### src/rtl/lrfp_pkg.sv
// Shared codes, constants and types of the length-encoded row field parser.
package lrfp_pkg;

  localparam int CFG_W = 13;

  // parser phases
  localparam logic [1:0] PH_PREFIX  = 2'd0;
  localparam logic [1:0] PH_LENGTH  = 2'd1;
  localparam logic [1:0] PH_PAYLOAD = 2'd2;

  // result kinds
  localparam logic [1:0] KIND_PREFIX  = 2'd0;
  localparam logic [1:0] KIND_NULL    = 2'd1;
  localparam logic [1:0] KIND_PAYLOAD = 2'd2;
  localparam logic [1:0] KIND_CORRUPT = 2'd3;

  // length-encoded integer markers
  localparam logic [7:0] LEN_NULL    = 8'hFB;
  localparam logic [7:0] LEN_2BYTE   = 8'hFC;
  localparam logic [7:0] LEN_3BYTE   = 8'hFD;
  localparam logic [7:0] LEN_8BYTE   = 8'hFE;
  localparam logic [7:0] LEN_INVALID = 8'hFF;

  typedef struct packed {
    logic [1:0]  phase;
    logic [3:0]  prefix_left;
    logic [2:0]  prefix_pos;
    logic [63:0] length_accum;
    logic [63:0] payload_left;
  } parse_state_t;

  typedef struct packed {
    logic [1:0]  kind;
    logic [63:0] field_length;
    logic        col_done;
    logic        bad_prefix;
  } step_info_t;

  localparam parse_state_t PARSE_RESET = '{
    phase:        PH_PREFIX,
    prefix_left:  4'd0,
    prefix_pos:   3'd0,
    length_accum: 64'd0,
    payload_left: 64'd0
  };

endpackage

### src/rtl/lrfp_ifs.sv
// Valid/ready channel interfaces for the parser's byte input and tagged result.
interface lrfp_in_if;
  logic       valid;
  logic       ready;
  logic [7:0] in_byte;
  logic       in_last;

  modport source (output valid, output in_byte, output in_last, input ready);
  modport sink   (input valid, input in_byte, input in_last, output ready);
endinterface

interface lrfp_out_if;
  logic        valid;
  logic        ready;
  logic [1:0]  kind;
  logic [11:0] column;
  logic [7:0]  out_byte;
  logic [63:0] field_length;
  logic        column_done;
  logic        row_done;
  logic [31:0] consumed;

  modport source (output valid, output kind, output column, output out_byte,
                  output field_length, output column_done, output row_done,
                  output consumed, input ready);
  modport sink   (input valid, input kind, input column, input out_byte,
                  input field_length, input column_done, input row_done,
                  input consumed, output ready);
endinterface

### src/rtl/lenenc_row_field_parser.sv
// Top level: length-encoded row parser that tags each row byte with column and role.
//
//  channel | dir | handshake       | payload
//  --------+-----+-----------------+------------------------------------------------
//  in_ch   | in  | valid/ready     | in_byte, in_last
//  out_ch  | out | valid/ready     | kind, column, out_byte, field_length,
//          |     |                 | column_done, row_done, consumed
//  cfg     | in  | cfg_we          | cfg_wdata (column_count)
//
// One byte per cycle sustained while the receiver stays ready; each byte goes through
// the input register, then through the decode into the result register.
// The row state (phase, length accumulator, payload and column counters) updates in
// the cycle a byte leaves the input register, so the next byte sees it directly.
// rst_n is synchronous, active low; it empties both stages and sets column_count to 1.
// A stalled result holds the input register; a new byte is taken whenever the input
// register empties or advances in the same cycle.
module lenenc_row_field_parser #(
  parameter int MAX_COLUMNS = 4096
) (
  input  logic                         clk,
  input  logic                         rst_n,
  lrfp_in_if.sink                      in_ch,
  lrfp_out_if.source                   out_ch,
  input  logic                         cfg_we,
  input  logic [lrfp_pkg::CFG_W-1:0]   cfg_wdata
);
  import lrfp_pkg::*;

  // column counter holds 0..MAX_COLUMNS
  localparam int CNT_W = $clog2(MAX_COLUMNS + 1);

  // configuration, clamped to 1..MAX_COLUMNS on write
  logic [CNT_W-1:0] cols_r, cols_nxt;
  logic [31:0]      cfg_ext, cfg_clamp;

  // input register
  logic       s0_valid_r;
  logic [7:0] s0_byte_r;
  logic       s0_last_r;
  logic       advance;

  // row state
  parse_state_t     parse_r, parse_nxt, step_nxt;
  step_info_t       info;
  logic [CNT_W-1:0] col_idx_r, col_idx_nxt;
  logic [31:0]      byte_cnt_r, byte_cnt_nxt, byte_cnt_inc;
  logic [CNT_W:0]   idx_inc;
  logic [CNT_W+11:0] col_ext;

  // per-byte result
  logic corrupt, col_done, row_done;

  // result register
  logic        out_valid_r;
  logic [1:0]  kind_r;
  logic [11:0] column_r;
  logic [7:0]  byte_r;
  logic [63:0] flen_r;
  logic        col_done_r, row_done_r;
  logic [31:0] consumed_r;

  always_comb begin
    cfg_ext = 32'(cfg_wdata);
    if (cfg_ext == 32'd0) begin
      cfg_clamp = 32'd1;
    end else if (cfg_ext > 32'(MAX_COLUMNS)) begin
      cfg_clamp = 32'(MAX_COLUMNS);
    end else begin
      cfg_clamp = cfg_ext;
    end
    cols_nxt = cfg_clamp[CNT_W-1:0];
  end

  always_ff @(posedge clk) begin
    if (!rst_n) begin
      cols_r <= CNT_W'(1);
    end else if (cfg_we) begin
      cols_r <= cols_nxt;
    end
  end

  // advance when the result register is free or drains this cycle
  assign advance     = s0_valid_r && (!out_valid_r || out_ch.ready);
  assign in_ch.ready = !s0_valid_r || advance;

  always_ff @(posedge clk) begin
    if (!rst_n) begin
      s0_valid_r <= 1'b0;
    end else if (in_ch.ready) begin
      s0_valid_r <= in_ch.valid;
    end
  end

  always_ff @(posedge clk) begin
    if (in_ch.valid && in_ch.ready) begin
      s0_byte_r <= in_ch.in_byte;
      s0_last_r <= in_ch.in_last;
    end
  end

  lrfp_step u_step (
    .st      (parse_r),
    .byte_in (s0_byte_r),
    .st_nxt  (step_nxt),
    .info    (info)
  );

  always_comb begin
    idx_inc      = {1'b0, col_idx_r} + {{CNT_W{1'b0}}, 1'b1};
    byte_cnt_inc = (byte_cnt_r == 32'hFFFF_FFFF) ? byte_cnt_r : byte_cnt_r + 32'd1;

    // a bad prefix, or a buffer ending mid-column, corrupts the row
    corrupt  = info.bad_prefix || (!info.col_done && s0_last_r);
    col_done = info.col_done && !corrupt;
    row_done = corrupt || (col_done && ((idx_inc >= {1'b0, cols_r}) || s0_last_r));

    // drop all row state at row end
    if (row_done) begin
      parse_nxt    = PARSE_RESET;
      col_idx_nxt  = '0;
      byte_cnt_nxt = 32'd0;
    end else begin
      parse_nxt    = step_nxt;
      col_idx_nxt  = col_done ? idx_inc[CNT_W-1:0] : col_idx_r;
      byte_cnt_nxt = byte_cnt_inc;
    end

    col_ext = {12'd0, col_idx_r};
  end

  always_ff @(posedge clk) begin
    if (!rst_n) begin
      parse_r    <= PARSE_RESET;
      col_idx_r  <= '0;
      byte_cnt_r <= 32'd0;
    end else if (advance) begin
      parse_r    <= parse_nxt;
      col_idx_r  <= col_idx_nxt;
      byte_cnt_r <= byte_cnt_nxt;
    end
  end

  always_ff @(posedge clk) begin
    if (!rst_n) begin
      out_valid_r <= 1'b0;
    end else if (advance) begin
      out_valid_r <= 1'b1;
    end else if (out_ch.ready) begin
      out_valid_r <= 1'b0;
    end
  end

  always_ff @(posedge clk) begin
    if (advance) begin
      kind_r     <= corrupt ? KIND_CORRUPT : info.kind;
      column_r   <= col_ext[11:0];
      byte_r     <= s0_byte_r;
      flen_r     <= corrupt ? 64'd0 : info.field_length;
      col_done_r <= col_done;
      row_done_r <= row_done;
      consumed_r <= row_done ? byte_cnt_inc : 32'd0;
    end
  end

  assign out_ch.valid        = out_valid_r;
  assign out_ch.kind         = kind_r;
  assign out_ch.column       = column_r;
  assign out_ch.out_byte     = byte_r;
  assign out_ch.field_length = flen_r;
  assign out_ch.column_done  = col_done_r;
  assign out_ch.row_done     = row_done_r;
  assign out_ch.consumed     = consumed_r;

endmodule

### src/rtl/lrfp_step.sv
// Per-byte decode of the length prefix, length bytes and payload of one column.
module lrfp_step (
  input  lrfp_pkg::parse_state_t st,
  input  logic [7:0]             byte_in,
  output lrfp_pkg::parse_state_t st_nxt,
  output lrfp_pkg::step_info_t   info
);
  import lrfp_pkg::*;

  logic [63:0] accum_new;
  logic [3:0]  left_new;
  logic [63:0] pay_new;

  always_comb begin
    accum_new = st.length_accum | ({56'd0, byte_in} << {st.prefix_pos, 3'b000});
    left_new  = (st.prefix_left != 4'd0) ? st.prefix_left - 4'd1 : 4'd0;
    pay_new   = (st.payload_left != 64'd0) ? st.payload_left - 64'd1 : 64'd0;

    st_nxt = st;
    info   = '{kind: KIND_PREFIX, field_length: 64'd0, col_done: 1'b0,
               bad_prefix: 1'b0};

    case (st.phase)
      PH_PREFIX: begin
        if (byte_in < LEN_NULL) begin
          info.field_length = {56'd0, byte_in};
          if (byte_in == 8'd0) begin
            info.col_done = 1'b1;
          end else begin
            st_nxt.payload_left = {56'd0, byte_in};
            st_nxt.phase        = PH_PAYLOAD;
          end
        end else if (byte_in == LEN_NULL) begin
          info.kind     = KIND_NULL;
          info.col_done = 1'b1;
        end else if (byte_in == LEN_INVALID) begin
          info.bad_prefix = 1'b1;
        end else begin
          st_nxt.prefix_left  = (byte_in == LEN_2BYTE) ? 4'd2 :
                                (byte_in == LEN_3BYTE) ? 4'd3 : 4'd8;
          st_nxt.prefix_pos   = 3'd0;
          st_nxt.length_accum = 64'd0;
          st_nxt.phase        = PH_LENGTH;
        end
      end
      PH_LENGTH: begin
        st_nxt.length_accum = accum_new;
        st_nxt.prefix_pos   = st.prefix_pos + 3'd1;
        st_nxt.prefix_left  = left_new;
        if (left_new == 4'd0) begin
          info.field_length = accum_new;
          if (accum_new == 64'd0) begin
            info.col_done = 1'b1;
            st_nxt.phase  = PH_PREFIX;
          end else begin
            st_nxt.payload_left = accum_new;
            st_nxt.phase        = PH_PAYLOAD;
          end
        end
      end
      default: begin
        info.kind           = KIND_PAYLOAD;
        st_nxt.payload_left = pay_new;
        if (pay_new == 64'd0) begin
          info.col_done = 1'b1;
          st_nxt.phase  = PH_PREFIX;
        end
      end
    endcase
  end

endmodule

### src/flat_wrapper.sv
// flat-port wrapper written by rule: the top's interface ports become plain ports
module lenenc_row_field_parser_flat import lrfp_pkg::*;
#(
  parameter int MAX_COLUMNS = 4096
)
  (clk, rst_n, cfg_we, cfg_wdata, in_ch_valid, in_ch_in_byte, in_ch_in_last, in_ch_ready, out_ch_valid, out_ch_kind, out_ch_column, out_ch_out_byte, out_ch_field_length, out_ch_column_done, out_ch_row_done, out_ch_consumed, out_ch_ready);
  lrfp_in_if in_ch_i ();
  lrfp_out_if out_ch_i ();
  input  logic clk;
  input  logic rst_n;
  input  logic cfg_we;
  input  logic [lrfp_pkg::CFG_W-1:0] cfg_wdata;
  input wire logic [$bits(in_ch_i.valid)-1:0] in_ch_valid;
  input wire logic [$bits(in_ch_i.in_byte)-1:0] in_ch_in_byte;
  input wire logic [$bits(in_ch_i.in_last)-1:0] in_ch_in_last;
  output wire logic [$bits(in_ch_i.ready)-1:0] in_ch_ready;
  output wire logic [$bits(out_ch_i.valid)-1:0] out_ch_valid;
  output wire logic [$bits(out_ch_i.kind)-1:0] out_ch_kind;
  output wire logic [$bits(out_ch_i.column)-1:0] out_ch_column;
  output wire logic [$bits(out_ch_i.out_byte)-1:0] out_ch_out_byte;
  output wire logic [$bits(out_ch_i.field_length)-1:0] out_ch_field_length;
  output wire logic [$bits(out_ch_i.column_done)-1:0] out_ch_column_done;
  output wire logic [$bits(out_ch_i.row_done)-1:0] out_ch_row_done;
  output wire logic [$bits(out_ch_i.consumed)-1:0] out_ch_consumed;
  input wire logic [$bits(out_ch_i.ready)-1:0] out_ch_ready;
  assign in_ch_i.valid = in_ch_valid;
  assign in_ch_i.in_byte = in_ch_in_byte;
  assign in_ch_i.in_last = in_ch_in_last;
  assign in_ch_ready = in_ch_i.ready;
  assign out_ch_valid = out_ch_i.valid;
  assign out_ch_kind = out_ch_i.kind;
  assign out_ch_column = out_ch_i.column;
  assign out_ch_out_byte = out_ch_i.out_byte;
  assign out_ch_field_length = out_ch_i.field_length;
  assign out_ch_column_done = out_ch_i.column_done;
  assign out_ch_row_done = out_ch_i.row_done;
  assign out_ch_consumed = out_ch_i.consumed;
  assign out_ch_i.ready = out_ch_ready;
  lenenc_row_field_parser #(.MAX_COLUMNS(MAX_COLUMNS)) u_core (.clk(clk), .rst_n(rst_n), .in_ch(in_ch_i), .out_ch(out_ch_i), .cfg_we(cfg_we), .cfg_wdata(cfg_wdata));
endmodule
### config.mk
export PLATFORM = sky130hd
export DESIGN_NAME = lenenc_row_field_parser_flat
export DESIGN_NICKNAME = d
export VERILOG_FILES = /design/src/rtl/lrfp_pkg.sv /design/src/rtl/lrfp_ifs.sv /design/src/rtl/lenenc_row_field_parser.sv /design/src/rtl/lrfp_step.sv /design/src/flat_wrapper.sv
export SDC_FILE = /design/constraint.sdc
export NUM_CORES = 1
export LEC_CHECK = 0
export ABC_AREA = 1
export ABC_CLOCK_PERIOD_IN_PS = 4700
export BUFFER_PORTS_ARGS = -buffer_cell sky130_fd_sc_hd__buf_4
export CELL_PAD_IN_SITES_DETAIL_PLACEMENT = 0
export CELL_PAD_IN_SITES_GLOBAL_PLACEMENT = 1
export CORE_UTILIZATION = 40
export DETAILED_ROUTE_END_ITERATION = 8
export GPL_ROUTABILITY_DRIVEN = 0
export PLACE_DENSITY = 0.88
export SYNTH_ARGS = -nofsm -noshare
export SYNTH_HDL_FRONTEND = slang
export SYNTH_SLANG_ARGS = --single-unit
### constraint.sdc
create_clock -name clk -period 4.7 [get_ports clk]
set_input_delay 0.47 -clock clk [delete_from_list [all_inputs] [get_ports clk]]
set_output_delay 0.47 -clock clk [all_outputs]
set_load 0.005 [all_outputs]
==> impl_results.md <==
- Outcome: completed
- CP startpoint: u_core.parse_r[129]$_SDFFE_PN0P_
- Largest net degree at the start of global routing: 141
- Worst-path clk slew: 0.06 ns
- Internal: 5.43 mW
- #FFs+latches synth: 326
- Tcrit/Tclk final: 91.8%
- Hold/Removal Path Class: in2reg
- Leading area contributor after synthesis: dfxtp_1
- H-tree Lvls: 2
- Worst vdd ir: 302 µV
- CTS buffer count: 39
- Via-to-Cell Ratio: 5.48
- CP endpoint: u_core.byte_cnt_r[15]$_SDFFE_PN0P_
- Worst r2r path cells: 16
- Adder-cell share of the synthesized area: 1.20%
- CP Capture Type: flip-flop
- Reg-to-reg slack, setup: 0.38 ns
- DRC violations left: 0
- Worst Setup Start Kind: flip-flop
- CTS root buf: clkbuf_16
- Worst-skew pair later-pin latency: 0.58 ns
- Mean Syn Cell Area: 6.77 µm²
- Sw Share: 30.8%
- Count of final setup violators: 0
- Chip height: 219 µm
- Worst Skew: 0.0281 ns
- Dpl ws: 0.538 ns
- Post-CTS Hold Buffers: 0
- Max cap viols: 0
- Die Span X: 219 µm
- Synth Instances: 2769
- Die area: 0.0477 mm²
- Synthesized cell area: 0.0187 mm²
- Yosys warns: 0
- Design Area, Final: 0.0216 mm²
- Initial core utilization: 41.0%
- Instance count on the critical path: 16
- DR iter-0 viols: 2272
- Placed insts: 3407
- Type of the worst setup path: reg2reg
- Worst-Margin Slew: 1.05 ns
- Final Non-Filler Cells: 3478
- Total core area: 0.0458 mm²
- Number of flops mapped to enable cells by yosys: 129
- Syn_nets: 2814
- Max Clock Freq: 232 MHz
- TritonCTS clock tree: built
- Cell variety after synth: 47
- Antenna violations before repair: 1
- # IOs: 149
- GRT overflow: 0
- Hold Vio Cnt, Final: 0
- Main combinational cell family by area after synthesis: simple AND/OR/NAND/NOR gates
- CP max FO: 19
- RSZ-0062 raised after global routing: false
- Seq pwr share: 40.8%
- Power share of the clock group: 40.3%
- Vias in the first global route: 17900
- Setup TNS: 0 ns
- Critical Path RT: 5.18 ns
- Share of layout cells above drive strength 1: 9.77%
- Worst min-delay path startpoint: in_ch_in_byte[6]
- DRT Pass-1 Iters: 7
- Slew Viols, Final: 0
- Max clock buf depth: 3
- Top-area cell type share of the netlist area: 21.0%
- Leakage Power: 9.21 nW
- Number of I/O port buffers: 148
- Slowest stage delay, CP: 0.75 ns
- CTS resizes: 0
- Area Growth Syn to Fin: 15.4%
- Vias: 19000
- Post-synthesis simple-gate area fraction: 34.3%
- FP Rows: 78
- Sequential fraction of the synthesis area: 41.7%
- Fin worst setup slack: 0.383 ns
- Drt wl/cell: 18.5 µm
- Aggregate global-route resource usage: 26.6%
- CTS sink cnt: 326
- Reg-to-Reg Start: u_core.parse_r[129]$_SDFFE_PN0P_
- First-pass GRT wire length: 99800 µm
- Final min period: 4.32 ns
- Detail Route Antenna Nets: 0
- Crit path max-delay family: simple AND/OR/NAND/NOR gates
- Main synth FF type: dfxtp_1
- Critical-path cell list: inv_1 > nor3_1 > a21oi_1 > nand4_1 > nor2_1 > nand2_1 > nor2_1 > nand2_1 > nor2_1 > a21oi_1 > nand3_2 > nand2_4 > inv_2 > nor2_2 > o21ai_0 > a21oi_1
- CP arrival: 4.79 ns
- Final HPWL from detailed placement: 46100 µm
- Logic pwr share: 18.9%
- FFs w/ async S/R, synth: 0%
- Top cells by area, synth: dfxtp_1, edfxtp_1, nand2_1, nor2_1, a21oi_1
- Final wirelength: 64400 µm
- Post-synthesis mux area share: 0%
- Synth Area in XOR/XNOR: 2.01%
- Post-CTS setup buffer count: 0
- Psw: 2.42 mW
- Compound-gate portion of the synthesized area: 11.9%
- Capturing point of the worst reg2reg path: u_core.byte_cnt_r[15]$_SDFFE_PN0P_
- Slowest stage cell on the critical path: nor2_2
- Cell Area, Placed: 0.0203 mm²
- Normalized max-slew margin: 30.0%
- Post-layout net count: 2893
- WP buf/inv: 2
- Pwr dens: 363 mW/mm²
==> placed cells by master (no fill, tap or decap), types with 4 or more instances in the layout <==
master | synthesis | layout
nand4_1 | 69 | 69
clkinv_1 | 2 | 6
clkbuf_8 | 0 | 4
inv_1 | 266 | 265
edfxtp_1 | 129 | 129
nor2_4 | 5 | 5
nand3_1 | 187 | 187
nor2_1 | 578 | 578
a21oi_1 | 261 | 261
nor2_2 | 11 | 11
xor2_1 | 28 | 28
inv_2 | 9 | 11
o21bai_1 | 25 | 25
ha_1 | 18 | 18
nand2_1 | 629 | 629
o21ai_0 | 70 | 70
a211oi_1 | 6 | 6
o32ai_1 | 6 | 6
clkbuf_1 | 80 | 7
clkinv_2 | 0 | 5
o21ai_1 | 28 | 28
buf_12 | 0 | 6
nor3_1 | 42 | 42
bufinv_16 | 0 | 5
buf_4 | 9 | 174
xnor2_1 | 15 | 15
nor4_1 | 8 | 8
clkbuf_16 | 0 | 40
dfxtp_1 | 197 | 196
or2_2 | 5 | 5
==> synthesized netlist by cell type (all sizes together), types with 15 or more instances <==
cell,count
nand4,70
dfxtp,197
xnor2,15
ha,18
o21bai,25
nand3,189
edfxtp,129
xor2,28
o21ai,99
a21oi,262
nand2,633
inv,275
clkbuf,80
nor3,42
nor2,594
buf,62
==> final cells by class <==
cell class	instances	area [µm²]
tap	600	751
multi-input combinational	2024	9280
fill	4637	24100
inverter	277	1050
clock buffer	51	1080
timing repair buffer	180	1430
clock inverter	19	235
antenna	1	2.50
sequential	326	7820
==> cells by family (layout without fill, tap and decap cells) <==
logic type / count (synthesis) / after routing
xor gates and xnor gates: 43 / 43
and+or+nand+nor: 1549 / 1549
adders and majority gates: 18 / 18
other: 0 / 1
buffers and inverters: 419 / 527
AOI/OAI and AO/OA: 414 / 414
DFF: 326 / 326
==> power groups by stage <==
stage | registers (mW) | clock network (mW) | logic [mW]
6_report | 3.20 | 3.17 | 1.48
5_1_grt | 3.21 | 3.34 | 1.63
4_1_cts | 3.19 | 3.22 | 1.45
3_5_place_dp | 3.25 | 0 | 1.45
3_3_place_gp | 3.25 | 0 | 1.44
2_1_floorplan | 3.22 | 0 | 0.997
==> sequential cells by signal (all words and copies together) (netlist names) <==
| name | flops |
|---|---|
| u_core.out_ch.out_byte | 8 |
| u_core.out_ch.column_done | 1 |
| u_core.col_idx_r | 13 |
| u_core.out_ch.valid | 1 |
| u_core.byte_cnt_r | 32 |
| u_core.s0_last_r | 1 |
| u_core.parse_r | 137 |
| u_core.cols_r | 13 |
| u_core.s0_valid_r | 1 |
| u_core.s0_byte_r | 8 |
| u_core.out_ch.column | 12 |
| u_core.out_ch.field_length | 64 |
| u_core.out_ch.kind | 2 |
| u_core.out_ch.row_done | 1 |
| u_core.out_ch.consumed | 32 |
==> worst min path at each step <==
stage                                      end  cells past startpoint
2_1_floorplan  u_core.parse_r[67]$_SDFFE_PN0P_                      2
3_5_place_dp   u_core.parse_r[70]$_SDFFE_PN0P_                      2
4_1_cts          u_core.s0_byte_r[0]$_DFFE_PP_                      1
3_3_place_gp   u_core.parse_r[68]$_SDFFE_PN0P_                      2
5_1_grt          u_core.s0_byte_r[7]$_DFFE_PP_                      1
6_report         u_core.s0_byte_r[6]$_DFFE_PP_                      1
==> stage by stage <==
| step | total power [mW] | util, % | hold slack [ns] |
|---|---|---|---|
| 3_5_place_dp | 4.70 | 44.4 | 0.455 |
| 2_1_floorplan | 4.21 | - | 0.441 |
| 5_1_grt | 8.18 | 47.3 | 0.0621 |
| 3_3_place_gp | 4.69 | 44.4 | 0.449 |
| 6_report | 7.85 | 47.3 | 0.0791 |
| 4_1_cts | 7.87 | 47.3 | 0.0543 |
==> per-layer routing <==
metal / track usage, % / part of all wire (%) / up-vias
met4: 10.3 / 3.7 / 0
li1: - / - / 9134
met5: 0 / 0 / -
met2: 41.1 / 45 / 861
met1: 36.1 / 42 / 8897
met3: 5.79 / 9.6 / 151
No activity file was read; power rests on OpenSTA's default activity.
